===== src/rtl/core/ell_pkg.sv =====
// Shared types, codes and constants of the extent leaf lookup block.
package ell_pkg;

    localparam int DEFAULT_MAX_ENTRIES = 512;
    localparam int CFG_DATA_W = 32;
    localparam int CFG_INDEX_W = 2;

    localparam logic OP_LOAD  = 1'b0;
    localparam logic OP_QUERY = 1'b1;

    localparam logic [1:0] ST_MAPPED = 2'd0;
    localparam logic [1:0] ST_HOLE   = 2'd1;
    localparam logic [1:0] ST_EMPTY  = 2'd2;

    localparam logic [CFG_INDEX_W-1:0] REG_ENTRY_COUNT = 2'd0;
    localparam logic [CFG_INDEX_W-1:0] REG_RANGE_FIRST = 2'd1;
    localparam logic [CFG_INDEX_W-1:0] REG_RANGE_LAST  = 2'd2;

    typedef struct packed {
        logic        op;
        logic [8:0]  entry_index;
        logic [31:0] ext_start_block;
        logic [15:0] ext_length;
        logic [47:0] ext_phys_block;
        logic [31:0] query_block;
    } cmd_t;

    typedef struct packed {
        logic [1:0]  status;
        logic [8:0]  found_index;
        logic [31:0] out_start_block;
        logic [31:0] out_length;
        logic [47:0] out_phys_block;
    } result_t;

    typedef struct packed {
        logic [9:0]  entry_count;
        logic [31:0] range_first;
        logic [31:0] range_last;
    } cfg_t;

    typedef struct packed {
        logic [31:0] start_block;
        logic [15:0] length;
        logic [47:0] phys_block;
    } entry_t;

    typedef enum logic [1:0] {
        S_IDLE,
        S_SEARCH,
        S_FOUND,
        S_NEXT
    } state_t;

endpackage


===== src/rtl/core/ell_search_ctrl.sv =====
// Sequencer: table loads, binary search probes and hole calculation.
module ell_search_ctrl #(
    parameter int MAX_ENTRIES = ell_pkg::DEFAULT_MAX_ENTRIES,
    parameter int AW = $clog2(MAX_ENTRIES)
) (
    input  logic             clk,
    input  logic             rst_n,
    input  logic             start,
    output logic             busy,
    input  ell_pkg::cmd_t    cmd,
    input  ell_pkg::cfg_t    cfg,
    output logic             done,
    output ell_pkg::result_t result,
    output logic             ram_we,
    output logic [AW-1:0]    ram_waddr,
    output ell_pkg::entry_t  ram_wdata,
    output logic             ram_re,
    output logic [AW-1:0]    ram_raddr,
    input  ell_pkg::entry_t  ram_rdata
);
    import ell_pkg::*;

    localparam int CW = $clog2(MAX_ENTRIES + 1);
    localparam int XW = (CW > 10) ? CW : 10;
    localparam int SW = (AW > 9) ? AW + 1 : 10;

    state_t        state_reg, state_next;
    logic [CW-1:0] lo_reg, lo_next;
    logic [CW-1:0] hi_reg, hi_next;
    logic [AW-1:0] mid_reg, mid_next;
    logic [31:0]   q_reg, q_next;
    logic [31:0]   hole_reg, hole_next;
    logic          done_reg, done_next;
    result_t       result_reg, result_next;

    logic [XW-1:0] count_ext;
    logic [CW-1:0] n;
    logic [SW-1:0] slot_ext;
    logic          slot_ok;
    logic          q_ge;
    logic [CW-1:0] mid_up;
    logic [CW-1:0] mid_if_ge;
    logic [CW-1:0] mid_if_lt;
    logic [CW-1:0] lo_sel;
    logic [CW-1:0] hi_sel;
    logic [32:0]   ext_end;

    // Midpoint of a half-open range [a, b), matching lo + (hi - lo) / 2 on inclusive hi.
    function automatic logic [CW-1:0] mid_of(input logic [CW-1:0] a, input logic [CW-1:0] b);
        logic [CW-1:0] span;
        begin
            span = b - a - CW'(1);
            mid_of = a + (span >> 1);
        end
    endfunction

    assign count_ext = XW'(cfg.entry_count);
    assign n = (count_ext > XW'(MAX_ENTRIES)) ? CW'(MAX_ENTRIES) : CW'(count_ext);

    assign slot_ext = SW'(cmd.entry_index);
    assign slot_ok = slot_ext < SW'(MAX_ENTRIES);

    // Both possible next midpoints are formed in parallel; the compare only selects.
    assign q_ge = !(q_reg < ram_rdata.start_block);
    assign mid_up = CW'(mid_reg) + CW'(1);
    assign lo_sel = q_ge ? mid_up : lo_reg;
    assign hi_sel = q_ge ? hi_reg : CW'(mid_reg);
    assign mid_if_ge = mid_of(mid_up, hi_reg);
    assign mid_if_lt = mid_of(lo_reg, CW'(mid_reg));

    assign ext_end = {1'b0, ram_rdata.start_block} + 33'(ram_rdata.length);

    assign ram_waddr = AW'(slot_ext);
    assign ram_wdata.start_block = cmd.ext_start_block;
    assign ram_wdata.length = cmd.ext_length;
    assign ram_wdata.phys_block = cmd.ext_phys_block;

    always_ff @(posedge clk or negedge rst_n)
    begin
        if (!rst_n)
        begin
            state_reg <= S_IDLE;
            done_reg <= 1'b0;
        end
        else
        begin
            state_reg <= state_next;
            done_reg <= done_next;
        end
    end

    always_ff @(posedge clk)
    begin
        lo_reg <= lo_next;
        hi_reg <= hi_next;
        mid_reg <= mid_next;
        q_reg <= q_next;
        hole_reg <= hole_next;
        result_reg <= result_next;
    end

    always_comb
    begin
        state_next = state_reg;
        lo_next = lo_reg;
        hi_next = hi_reg;
        mid_next = mid_reg;
        q_next = q_reg;
        hole_next = hole_reg;
        done_next = 1'b0;
        result_next = result_reg;
        ram_we = 1'b0;
        ram_re = 1'b0;
        ram_raddr = mid_reg;
        busy = 1'b1;

        case (state_reg)
            S_IDLE:
            begin
                busy = 1'b0;
                if (start)
                begin
                    if (cmd.op == OP_LOAD)
                    begin
                        ram_we = slot_ok;
                    end
                    else if (n == '0)
                    begin
                        done_next = 1'b1;
                        result_next = '0;
                        result_next.status = ST_EMPTY;
                    end
                    else
                    begin
                        q_next = cmd.query_block;
                        lo_next = '0;
                        hi_next = n;
                        mid_next = AW'(mid_of('0, n));
                        ram_re = 1'b1;
                        ram_raddr = mid_next;
                        state_next = S_SEARCH;
                    end
                end
            end

            S_SEARCH:
            begin
                lo_next = lo_sel;
                hi_next = hi_sel;
                ram_re = 1'b1;
                if (lo_sel < hi_sel)
                begin
                    mid_next = q_ge ? AW'(mid_if_ge) : AW'(mid_if_lt);
                    ram_raddr = mid_next;
                end
                else
                begin
                    // Search has ended: fetch the candidate extent, or slot 0 for a
                    // query that lies before every extent.
                    ram_raddr = (lo_sel == '0) ? '0 : AW'(lo_sel - CW'(1));
                    state_next = S_FOUND;
                end
            end

            S_FOUND:
            begin
                result_next = '0;
                if (lo_reg == '0)
                begin
                    done_next = 1'b1;
                    result_next.status = ST_HOLE;
                    result_next.out_start_block = cfg.range_first;
                    result_next.out_length = ram_rdata.start_block - cfg.range_first;
                    state_next = S_IDLE;
                end
                else if (ext_end > {1'b0, q_reg})
                begin
                    done_next = 1'b1;
                    result_next.status = ST_MAPPED;
                    result_next.found_index = 9'(lo_reg - CW'(1));
                    result_next.out_start_block = ram_rdata.start_block;
                    result_next.out_length = 32'(ram_rdata.length);
                    result_next.out_phys_block = ram_rdata.phys_block;
                    state_next = S_IDLE;
                end
                else if (lo_reg < n)
                begin
                    // Gap: the hole runs up to the start of the following slot.
                    hole_next = ext_end[31:0];
                    ram_re = 1'b1;
                    ram_raddr = AW'(lo_reg);
                    state_next = S_NEXT;
                end
                else
                begin
                    done_next = 1'b1;
                    result_next.status = ST_HOLE;
                    result_next.out_start_block = ext_end[31:0];
                    result_next.out_length = cfg.range_last - ext_end[31:0] + 32'd1;
                    state_next = S_IDLE;
                end
            end

            S_NEXT:
            begin
                done_next = 1'b1;
                result_next = '0;
                result_next.status = ST_HOLE;
                result_next.out_start_block = hole_reg;
                result_next.out_length = ram_rdata.start_block - hole_reg;
                state_next = S_IDLE;
            end

            default:
            begin
                state_next = S_IDLE;
            end
        endcase
    end

    assign done = done_reg;
    assign result = result_reg;

    a_search_range: assert property (@(posedge clk) disable iff (!rst_n)
        state_reg == S_SEARCH |-> lo_reg < hi_reg && hi_reg <= n)
        else $error("search range is empty or beyond the entry count");

    a_mid_inside: assert property (@(posedge clk) disable iff (!rst_n)
        state_reg == S_SEARCH |-> CW'(mid_reg) >= lo_reg && CW'(mid_reg) < hi_reg)
        else $error("probe slot lies outside the search range");

    a_write_idle: assert property (@(posedge clk) disable iff (!rst_n)
        ram_we |-> state_reg == S_IDLE && !ram_re)
        else $error("table write outside idle or together with a read");

    a_done_cause: assert property (@(posedge clk) disable iff (!rst_n)
        $rose(done_reg) |-> $past(state_reg != S_IDLE || (start && cmd.op == OP_QUERY)))
        else $error("result issued without a query");

    a_done_idle: assert property (@(posedge clk) disable iff (!rst_n)
        done_reg |-> state_reg == S_IDLE && !busy)
        else $error("result issued while a search is running");

endmodule

===== config.mk =====
export PLATFORM = sky130hd
export DESIGN_NAME = ell_search_ctrl
export DESIGN_NICKNAME = d
export VERILOG_FILES = /design/src/rtl/core/ell_pkg.sv /design/src/rtl/core/ell_search_ctrl.sv
export SDC_FILE = /design/constraint.sdc
export NUM_CORES = 1
export LEC_CHECK = 0
export CAP_MARGIN = 20
export CORE_AREA = 2 2 212 214
export DETAILED_ROUTE_END_ITERATION = 8
export DIE_AREA = 0 0 214 216
export DONT_BUFFER_PORTS = 1
export PLACE_DENSITY = 0.63
export SLEW_MARGIN = 10
export SYNTH_ARGS = -nofsm -noshare
export SYNTH_HDL_FRONTEND = slang
export SYNTH_SLANG_ARGS = --single-unit

===== constraint.sdc =====
create_clock -name clk -period 16.42 [get_ports clk]
set_input_delay 1.642 -clock clk [delete_from_list [all_inputs] [get_ports clk]]
set_output_delay 1.642 -clock clk [all_outputs]
set_load 0.03 [all_outputs]

==> flow_metrics.py <==
metrics = {
    "cells_and_area": {
        "largest_reg_flops": 123,
        "drive_above_1_share_pct": 5.09,
        "nFillCells": 4102,
        "area_growth_pct": 4.05,
        "nets": 2748,
    },
    "yosys": {
        "netlist_top_cells_area": "edfxtp_1, ha_1, a21oi_1",
        "yosysTopAreaCell": "edfxtp_1",
        "syn_area_um2": 20600,
        "synth_cells": 2302,
        "synth_common_cells": "ha_1, edfxtp_1, inv_1",
        "yosysWarnings": 0,
        "synth_edf_count": 216,
        "synth-main-ff-cell": "edfxtp_1",
        "syn_area_per_cell_um2": 8.94,
        "ys_seq_area_share_pct": 31.9,
        "synth_nets": 2870,
        "yosysMostFrequentCell": "ha_1",
        "async_reset_ff_share_pct": 1.37,
        "synth.ff_latch_count": 219,
        "yosys.area.top_type_share_pct": 31.5,
        "yosysUniqueCellTypes": 79,
    },
    "worst_setup_path": {
        "startpoint": "ram_rdata[48]",
        "cp.required_ns": 14.78,
        "r2r_cells": 17,
        "crit_type": "primary input to output port",
        "critPathCaptureType": "output port",
        "r2r-start": "q_reg[23]$_DFFE_PP_",
        "crit_path_start_kind": "primary input",
        "crit_fanout": 40,
        "crit_arrival_ns": 8.03,
    },
    "sta": {
        "maxSlewHeadroom_pct": 28.5,
        "finalCriticalPeriod_ns": 9.67,
        "tns_ns": 0,
        "finalSetupViolCount": 0,
        "skew_ns": 0.0136,
        "hold_viol": 0,
        "grt_setup_unrepaired": "false",
        "slew_viol_final": 0,
        "tightest_slew_ns": 1.06,
        "max_freq_mhz": 103,
        "period_share_pct": 58.9,
        "holdWs_ns": 0.617,
    },
    "flow_run": {
        "drv_cap": 0,
    },
    "floorplanning": {
        "die_w_um": 214,
        "core_um2": 43800,
        "core.rowCount": 77,
        "fp.dieH_um": 216,
        "io_pins": 552,
        "initial_core_util_pct": 47.0,
        "dieArea_um2": 46200,
    },
    "drt": {
        "ant_nets": 0,
        "finalWirelength_um": 71200,
        "vias_per_cell": 6.30,
        "drc": 0,
        "drtIter0Drc": 1689,
        "wl_per_cell_um": 25.4,
        "vias": 17600,
        "firstDrtPassIters": 6,
    },
    "clock_network": {
        "cts-root-buf": "clkbuf_16",
        "cts_sinks": 219,
        "cts_max_level": 1,
        "cts_buffer_depth": 3,
        "postCtsHoldBufs": 0,
        "cts_inserted_buffers": 27,
        "clkTransAtPathRegs_ns": 0.06,
        "clkLatencyLatePin_ns": 0.58,
        "cts_resized": 0,
        "cts_tree": "yes",
        "cts_setup_buffers": 0,
    },
    "grt": {
        "grt.total_usage_pct": 29.7,
        "grt_overflow_total": 0,
        "grt_pass1_wl_um": 105000,
        "antenna_found_initial": 15,
        "grt_start_max_net_pins": 75,
        "grt_pass1_vias": 17000,
    },
    "worst_hold_path": {
        "hold_class": "flop to flop",
        "hold_depth": 2,
        "hp-start": "hole_reg[6]$_DFFE_PP_",
    },
    "power": {
        "ir_drop_mv": 0.156,
        "powerDensity_nw_per_um2": 184,
        "power.leakage_uw": 0.00921,
    },
    "placement": {
        "post-dp-hpwl_um": 56000,
        "portBuffers": 0,
        "routabilityCongestion": 1.00,
    },
    "run_status": {
        "status": "completed",
    },
}
[where the power goes]
group | leakage, µW | internal [µW] | switching, µW
sequential | 0.00213 | 778 | 202
clock | 0.000440 | 362 | 258
combinational | 0.00665 | 887 | 1460
total | 0.00921 | 2030 | 1920
[critical path, stage by stage]
cell and delay [ns]:
ha_1 0.23, fa_1 0.44, a21oi_1 0.21, o21a_1 0.19
nand2b_1 0.14, a21oi_1 0.09, o21ai_0 0.24, a21oi_1 0.13
o21ai_0 0.17, nand2b_1 0.09, xnor2_1 0.28, inv_1 0.10
ha_1 0.30, nand4_1 0.14, or4_1 0.61, or3_1 0.37
nor4bb_1 0.48, o31ai_4 0.09, or3_4 0.43, inv_2 0.76
a211oi_1 0.22, o22ai_1 0.62
[placed cells by master, fill, tap and decap left out, types with 25 or more instances in the layout]
cell       count
clkbuf_16     27
xnor2_1      110
nand3_1       37
a21oi_1      207
nand4_1       25
nand2b_1      27
ha_1         249
inv_1        211
a22oi_1       43
edfxtp_1     216
and3_1        66
xor2_1        58
nor2_1       122
buf_4         27
nand2_1      120
a21o_1        79
o21ai_0      147
nor2b_1       26
nor3_1        73
[worst paths after layout]
check / to / slack [ns]
worst max-delay path: ram_raddr[5] / 6.75
worst min-delay path: result[86]$_DFFE_PP_ / 0.62
worst max register to register: mid_reg[0]$_DFFE_PP_ / 10.16
worst min register to register: result[86]$_DFFE_PP_ / 0.62
max in group asynchronous: state_reg[0]$_DFFE_PN0P_ / 15.59
min in group asynchronous: done$_DFF_PN0_ / 0.76
[stage by stage]
step / cells / worst slack [ns] / area, µm² / power [µW] / utilization (%)
final: 2801 / 6.75 / 21400 / 3940 / 48.9
after global routing: 2798 / 6.31 / 21400 / 4190 / 48.8
after CTS: 2793 / 6.81 / 21400 / 3910 / 48.8
after detailed placement: 2743 / 6.85 / 20500 / 3270 / 46.8
after global placement: 2743 / 6.97 / 20500 / 3230 / 46.8
after floorplan: 2302 / 0.324 / 20600 / 2720 / -
[area by class of cell]
class | instances | area, µm² | share of cell area [%]
Clock inverter | 17 | 176 | 0.824
Multi-Input combinational cell | 1691 | 12200 | 56.9
Inverter | 214 | 803 | 3.75
Antenna cell | 8 | 20.0 | 0.0935
Timing Repair Buffer | 27 | 203 | 0.946
Clock buffer | 33 | 728 | 3.40
Tap cell | 592 | 741 | 3.46
Sequential cell | 219 | 6560 | 30.6
[layer usage]
metal	up-vias	wire, µm	GRT usage [%]
li1	8100	-	-
met1	8377	28600	37.6
met2	953	32800	48.9
met3	190	6660	6.24
met4	14	3040	12.9
met5	-	94	0
[kinds of logic (layout without fill, tap and decap cells)]
kind of cell,after synthesis,count (layout),share of synthesized area [%]
AOI/OAI and AO/OA,677,677,21.1
xor gates and xnor gates,168,168,7.15
adders and majority gates,257,257,15.9
buffers and inverters,392,291,9.22
DFF,219,219,31.9
muxes,16,16,0.790
other,0,8,0
and+or+nand+nor,573,573,14.0
Power figures use the tool's default switching activity.
